### config.mk
export PLATFORM = sky130hd
export DESIGN_NAME = cbti_ctrl
export DESIGN_NICKNAME = d
export VERILOG_FILES = /design/src/rtl/cbti_pkg.sv /design/src/rtl/cbti_ctrl.sv
export SDC_FILE = /design/constraint.sdc
export NUM_CORES = 1
export LEC_CHECK = 0
export BUFFER_PORTS_ARGS = -buffer_cell sky130_fd_sc_hd__buf_2
export CORE_MARGIN = 10
export CORE_UTILIZATION = 45
export DETAILED_ROUTE_END_ITERATION = 8
export MAX_ROUTING_LAYER = met4
export PLACE_DENSITY = 0.82
export SLEW_MARGIN = 10
export SYNTH_ARGS = -nofsm -noshare
export SYNTH_HDL_FRONTEND = slang
export SYNTH_SLANG_ARGS = --single-unit
### constraint.sdc
create_clock -name i_clk -period 1.94 [get_ports i_clk]
set_clock_uncertainty 0.1 [all_clocks]
set_input_delay 0.388 -clock i_clk [delete_from_list [all_inputs] [get_ports i_clk]]
set_output_delay 0.388 -clock i_clk [all_outputs]
set_load 0.1 [all_outputs]
### src/rtl/cbti_pkg.sv
// Shared constants, types and a helper function for the clamped bilinear table interpolator.
package cbti_pkg;

    localparam int MAX_X_POINTS = 64;
    localparam int MAX_Y_POINTS = 64;
    localparam int FRAC_BITS    = 16;

    localparam int MAX_POINTS = (MAX_X_POINTS > MAX_Y_POINTS) ? MAX_X_POINTS : MAX_Y_POINTS;
    localparam int GRID_DEPTH = MAX_X_POINTS * MAX_Y_POINTS;
    localparam int XAW        = $clog2(MAX_X_POINTS);
    localparam int YAW        = $clog2(MAX_Y_POINTS);
    localparam int KW         = $clog2(MAX_POINTS);
    localparam int CW         = $clog2(MAX_POINTS + 1);
    localparam int GAW        = $clog2(GRID_DEPTH);
    localparam int FW         = FRAC_BITS + 1;
    localparam int PW         = 32 + FW + 1;
    localparam int DCW        = $clog2(FRAC_BITS);

    localparam logic [1:0] KIND_QUERY  = 2'd0;
    localparam logic [1:0] KIND_LOAD_X = 2'd1;
    localparam logic [1:0] KIND_LOAD_Y = 2'd2;
    localparam logic [1:0] KIND_LOAD_G = 2'd3;

    localparam logic REG_X_POINTS = 1'b0;
    localparam logic REG_Y_POINTS = 1'b1;

    typedef enum logic [4:0] {
        ST_IDLE, ST_LO, ST_HI, ST_CLAMP, ST_SCAN, ST_R0, ST_R1, ST_DIV,
        ST_GBASE, ST_G00, ST_M00, ST_M10, ST_M01, ST_M11, ST_C1, ST_MU0,
        ST_MU1, ST_OUT
    } t_state;

    typedef enum logic [4:0] {
        OP_NONE, OP_ACCEPT, OP_LO, OP_HI, OP_CLAMP, OP_SCAN, OP_R0, OP_R1,
        OP_DIV, OP_GBASE, OP_G00, OP_M00, OP_M10, OP_M01, OP_M11, OP_C1,
        OP_MU0, OP_MU1, OP_OUT
    } t_op;

    typedef struct packed {
        t_op  op;
        logic axis;
    } t_cmd;

    typedef struct packed {
        logic top;
        logic scan_end;
        logic div_trivial;
        logic div_last;
    } t_stat;

    function automatic logic [CW-1:0] eff_count(input logic [6:0] n, input int maxn);
        int v;
        v = int'(n);
        if (v < 2) v = 2;
        if (v > maxn) v = maxn;
        return CW'(v);
    endfunction

endpackage

### src/rtl/cbti_ctrl.sv
// Sequencing state machine for loads, axis bracketing, division and the blend.
module cbti_ctrl (
    input  logic            i_clk,
    input  logic            i_rst_n,
    input  logic            i_in_valid,
    input  logic [1:0]      i_kind,
    input  logic            i_out_ready,
    input  cbti_pkg::t_stat i_stat,
    output logic            o_in_ready,
    output logic            o_out_valid,
    output cbti_pkg::t_cmd  o_cmd
);
    import cbti_pkg::*;

    t_state r_state, n_state;
    logic   r_axis, n_axis;
    logic   r_ovalid, n_ovalid;

    always_ff @(posedge i_clk) begin
        if (!i_rst_n) begin
            r_state  <= ST_IDLE;
            r_axis   <= 1'b0;
            r_ovalid <= 1'b0;
        end else begin
            r_state  <= n_state;
            r_axis   <= n_axis;
            r_ovalid <= n_ovalid;
        end
    end

    always_comb begin
        n_state    = r_state;
        n_axis     = r_axis;
        n_ovalid   = r_ovalid && !i_out_ready;
        o_in_ready = 1'b0;
        o_cmd.op   = OP_NONE;
        o_cmd.axis = r_axis;
        case (r_state)
            ST_IDLE: begin
                o_in_ready = i_rst_n;
                if (i_in_valid && i_rst_n) begin
                    o_cmd.op = OP_ACCEPT;
                    if (i_kind == KIND_QUERY) begin
                        n_axis  = 1'b0;
                        n_state = ST_LO;
                    end
                end
            end
            ST_LO: begin
                o_cmd.op = OP_LO;
                n_state  = ST_HI;
            end
            ST_HI: begin
                o_cmd.op = OP_HI;
                n_state  = ST_CLAMP;
            end
            ST_CLAMP: begin
                o_cmd.op = OP_CLAMP;
                n_state  = i_stat.top ? ST_R0 : ST_SCAN;
            end
            ST_SCAN: begin
                o_cmd.op = OP_SCAN;
                if (i_stat.scan_end) n_state = ST_R0;
            end
            ST_R0: begin
                o_cmd.op = OP_R0;
                n_state  = ST_R1;
            end
            ST_R1: begin
                o_cmd.op = OP_R1;
                if (!i_stat.div_trivial) begin
                    n_state = ST_DIV;
                end else if (r_axis) begin
                    n_state = ST_GBASE;
                end else begin
                    n_axis  = 1'b1;
                    n_state = ST_LO;
                end
            end
            ST_DIV: begin
                o_cmd.op = OP_DIV;
                if (i_stat.div_last) begin
                    if (r_axis) begin
                        n_state = ST_GBASE;
                    end else begin
                        n_axis  = 1'b1;
                        n_state = ST_LO;
                    end
                end
            end
            ST_GBASE: begin
                o_cmd.op = OP_GBASE;
                n_state  = ST_G00;
            end
            ST_G00: begin
                o_cmd.op = OP_G00;
                n_state  = ST_M00;
            end
            ST_M00: begin
                o_cmd.op = OP_M00;
                n_state  = ST_M10;
            end
            ST_M10: begin
                o_cmd.op = OP_M10;
                n_state  = ST_M01;
            end
            ST_M01: begin
                o_cmd.op = OP_M01;
                n_state  = ST_M11;
            end
            ST_M11: begin
                o_cmd.op = OP_M11;
                n_state  = ST_C1;
            end
            ST_C1: begin
                o_cmd.op = OP_C1;
                n_state  = ST_MU0;
            end
            ST_MU0: begin
                o_cmd.op = OP_MU0;
                n_state  = ST_MU1;
            end
            ST_MU1: begin
                o_cmd.op = OP_MU1;
                n_state  = ST_OUT;
            end
            ST_OUT: begin
                if (!r_ovalid || i_out_ready) begin
                    o_cmd.op = OP_OUT;
                    n_ovalid = 1'b1;
                    n_state  = ST_IDLE;
                end
            end
            default: begin
                n_state = ST_IDLE;
            end
        endcase
    end

    assign o_out_valid = r_ovalid;

endmodule

Yosys cells after proc, flatten, opt, wreduce, memory -nomap -nowiden
Cells that the tools add are included.

Flip-flop bits (word level): 7. Bits in latches: 0. Memory bits (writable): 0. Bits in read-only memories: 0. Input bits: 10. Output and inout port bits: 8. Word-level logic and storage cells: 56. Memories kept: 0.

Add/sub/neg operators: 0. $mul: 0. Div/mod/pow operators: 0. Magnitude comparators: 0. Equal/unequal tests: 23. Shifts and indexed selects: 0. Multiplexer cells: 20. Bitwise operators: 0. Reduce and logical (&&, ||, !) cells: 10.

Operators by type and width (count): case mux 5 bit (18 select lines) (2); == test 5 x 4 -> 1 bit, second input constant (8); 2-to-1 mux 5 bit (6); == test 5 x 3 -> 1 bit, second input constant (4); != test 2 bit, second input constant (6); == test 5 x 2 -> 1 bit, second input constant (2); == test 5 bit, second input constant (2); AND reduction 5 bit (2); 2-to-1 mux 1 bit (9); 2-to-1 mux 4 bit (2); == test 5 x 1 -> 1 bit, second input constant (1); logical NOT 5 bit (1); case mux 1 bit (3 select lines) (1); nonzero test 3 bit (1); logical AND 1 bit (2); logical NOT 1 bit (2); logical NOT 2 bit (1); logical OR 1 bit (1).

Depth between registers and ports, before layout
Word-level depth: 4. Gate-level depth with buffers: 6. Gate-level depth less buffers: 5.

Worst setup path before layout
OpenSTA, ideal clock, no wires.

Kind: reg-to-output. From: reg r_state[4]. To: out o_cmd[1] in the netlist's numbering. Arrival time: 2871 ps. Required time: 1452 ps. Slack: -1419 ps. Cell stages (with the launch flop): 5. Cell sequence: dfxtp_1 -> buf_2 -> clkbuf_1 -> a2111oi_0 -> nor3_1.

RTL lines: start: declaration (line cbti_ctrl.sv:15) `t_state r_state, n_state;`; start signal: assignment (line cbti_ctrl.sv:25) `r_state <= n_state;`; end: declaration (line cbti_ctrl.sv:11) `output cbti_pkg::t_cmd o_cmd`.

==> flow_metrics.env <==
export IMPL_cts_root_buf="clkbuf_4"
export IMPL_clk_insertion_delay_late_ns=0.26
export IMPL_critPathKind="flip-flop to output port"
export IMPL_die_h_um=56.6
export IMPL_numCtsBuffers=3
export IMPL_setup_tns_ns=-0.182
export IMPL_cts_buffer_depth=2
export IMPL_synthArstFlopShare_pct=0
export IMPL_post_route_util_pct=80.2
export IMPL_cts_tree="built"
export IMPL_syn_nets=91
export IMPL_antenna_left=0
export IMPL_synth_mux_area_share_pct=1.66
export IMPL_hold_class="input pin to flip-flop"
export IMPL_cts_max_level=1
export IMPL_drc=0
export IMPL_ys_seq_area_share_pct=23.2
export IMPL_grt_pass1_wl_mm=3.75
export IMPL_cp_arrival_ns=1.55
export IMPL_dp_cells=117
export IMPL_p_leak_nw=0.418
export IMPL_drtIter0Drc=61
export IMPL_critical_path_cell_chain="or2_4 > buf_6 > nor3b_4 > nand2_1 > nand2_2 > buf_12"
export IMPL_path_delay_family="simple AND/OR/NAND/NOR gates"
export IMPL_diodes=0
export IMPL_grt_max_degree=17
export IMPL_status="finished, violations left"
export IMPL_worst_endpoint_required_ns=1.45
export IMPL_wl_met3_um=236
export IMPL_io_pins=18
export IMPL_cp_max_fo=3
export IMPL_yosys_area_share_simple_pct=39.8
export IMPL_nFillCells=71
export IMPL_wl_per_cell_um=20.0
export IMPL_hold_viol_final=0
export IMPL_core_area_um2=1280
export IMPL_max_stage_delay_ns=0.32
export IMPL_worstSetupStartpointType="flip-flop"
export IMPL_ys_warn_count=0
export IMPL_dp_hpwl_mm=1.38
export IMPL_synth_top_family_by_area="simple AND/OR/NAND/NOR gates"
export IMPL_wirelength_mm=2.54
export IMPL_synthFlopType="dfxtp_1"
export IMPL_violations="setup timing"
export IMPL_grt_pass1_vias=739
export IMPL_wl_met1_um=987
export IMPL_syn_area_per_cell_um2=7.46
export IMPL_clock_sinks=7
export IMPL_gr_usage_all_layers_pct=15.5
export IMPL_finalCritPeriodShare_pct=105
export IMPL_max_slew_margin_pct=67.1
export IMPL_drv_slew=0
export IMPL_ys_types=37
export IMPL_cpMaxStageDelayCell="dfxtp_2"
export IMPL_stdcell_count=127
export IMPL_p_per_area_nw_per_um2=1350
export IMPL_drive_above_1_share_pct=50.9
export IMPL_io_buffers=17
export IMPL_drtPass1Iterations=4
export IMPL_tightestPinTransition_ns=0.497
export IMPL_synth_xor_xnor_area_share_pct=2.90
export IMPL_rows=13
export IMPL_clk_pin_slew_worst_paths_ns=0.06
export IMPL_top_layer="met4"
export IMPL_final_nets=123
export IMPL_synth_compound_area_share_pct=24.0
export IMPL_dieArea_um2=3210
export IMPL_maxCapViolCount=0
export IMPL_worst_slack_ns=-0.100
export IMPL_grt_overflow_total=0
export IMPL_syn_inst=81
export IMPL_num_vias=802
export IMPL_start_util_pct=47.0
export IMPL_antenna_found_initial=0
export IMPL_synth_fa_ha_area_share_pct=0
export IMPL_endpoint_kind="output port"
export IMPL_cp_buffers_inverters=2
export IMPL_max_freq_mhz=490
export IMPL_area_delta_synth_final_pct=70.6
export IMPL_die_w_um=56.6
export IMPL_post_drt_via_cell_ratio=6.31
export IMPL_final_common_cell="buf_4"
export IMPL_syn_area_um2=604
export IMPL_gp_congestion=0.932
export IMPL_grt_setup_unrepaired="true"
export IMPL_min_period_ns=2.04
export IMPL_peakVddDrop_uv=1200
export IMPL_setup_violations=2
export IMPL_synth_edf_count=0
export IMPL_ys_ff_latch=7
export IMPL_wl_met2_mm=1.23
export IMPL_layout_common_cells="14 x buf_4, 11 x buf_2, 6 x buf_12"
where the power goes:
group | total, mW | internal [mW] | switching (mW)
combinational | 1.07 | 0.437 | 0.630
sequential | 0.181 | 0.163 | 0.0178
clock | 0.145 | 0.0793 | 0.0659
per-stage QoR:
| step | total power, mW | hold WS (ns) | area, um^2 | setup WS, ns |
|---|---|---|---|---|
| floorplan | 0.817 | 0.415 | 651 | -0.198 |
| global placement | 1.08 | 0.465 | 871 | 0.0611 |
| detailed placement | 1.09 | 0.464 | 871 | 0.0312 |
| CTS | 1.36 | 0.363 | 1010 | -0.0802 |
| global route | 1.44 | 0.367 | 1030 | -0.118 |
| finish | 1.39 | 0.367 | 1030 | -0.100 |
cells by family (layout without fill, tap and decap cells):
family,Yosys count,count (layout)
AND/OR/NAND/NOR,39,39
AO/OA/AOI/OAI,23,23
buffers and inverters,9,40
flip-flops,7,7
XOR/XNOR,2,2
multiplexers,1,1
layer usage:
layer	global-route usage, %	up-vias
met5	-	-
met4	10.7	0
met1	16.4	372
met2	24.6	66
li1	-	356
met3	4.04	8
cells in the mapped netlist (4+ instances only):
master	count	share of area, %
o21ai_0	5	4.1
buf_4	4	5.0
nand2_1	7	4.3
a21oi_1	5	4.1
dfxtp_1	7	23
nor2b_1	5	5.2
nor2_1	6	3.7
cell type report:
class                           instances  area [um^2]  area share [%]
Sequential cell                         7          150            14.6
Tap cell                               15         18.8            1.82
Clock buffer                            4         26.3            2.55
Inverter                                1         3.75           0.364
Multi-Input combinational cell         65          507            49.2
Timing Repair Buffer                   35          325            31.6
registers in the layout (all words and copies together), names as in the netlist:
signal and cells:
r_state 5, r_axis 1, o_out_valid 1
timing repair:
item	in CTS	in global routing
buffers inserted	5	1
endpoints found under the setup margin	4	5
hold buffers	0	0
pin swaps	8	3
resized for setup	19	4
worst paths after layout:
| kind | startpoint | to | slack [ns] | cells past startpoint |
|---|---|---|---|---|
| max | r_state[2] | o_cmd[5] | -0.1 | 6 |
| min | i_stat[2] | r_state[2] | 0.37 | 4 |
| max reg2reg | r_state[1] | r_state[3] | 0.11 | 7 |
| min reg2reg | r_axis | r_axis | 0.57 | 2 |
worst reg2reg max path, cell delays in order, from the launching register on:
cell and delay (ns):
dfxtp_1 0.32, buf_6 0.12, buf_4 0.15, buf_4 0.15, or2_1 0.25, o22ai_1 0.19, a32oi_1 0.19, and4bb_1 0.25
No activity file was read; power rests on OpenSTA's default activity.
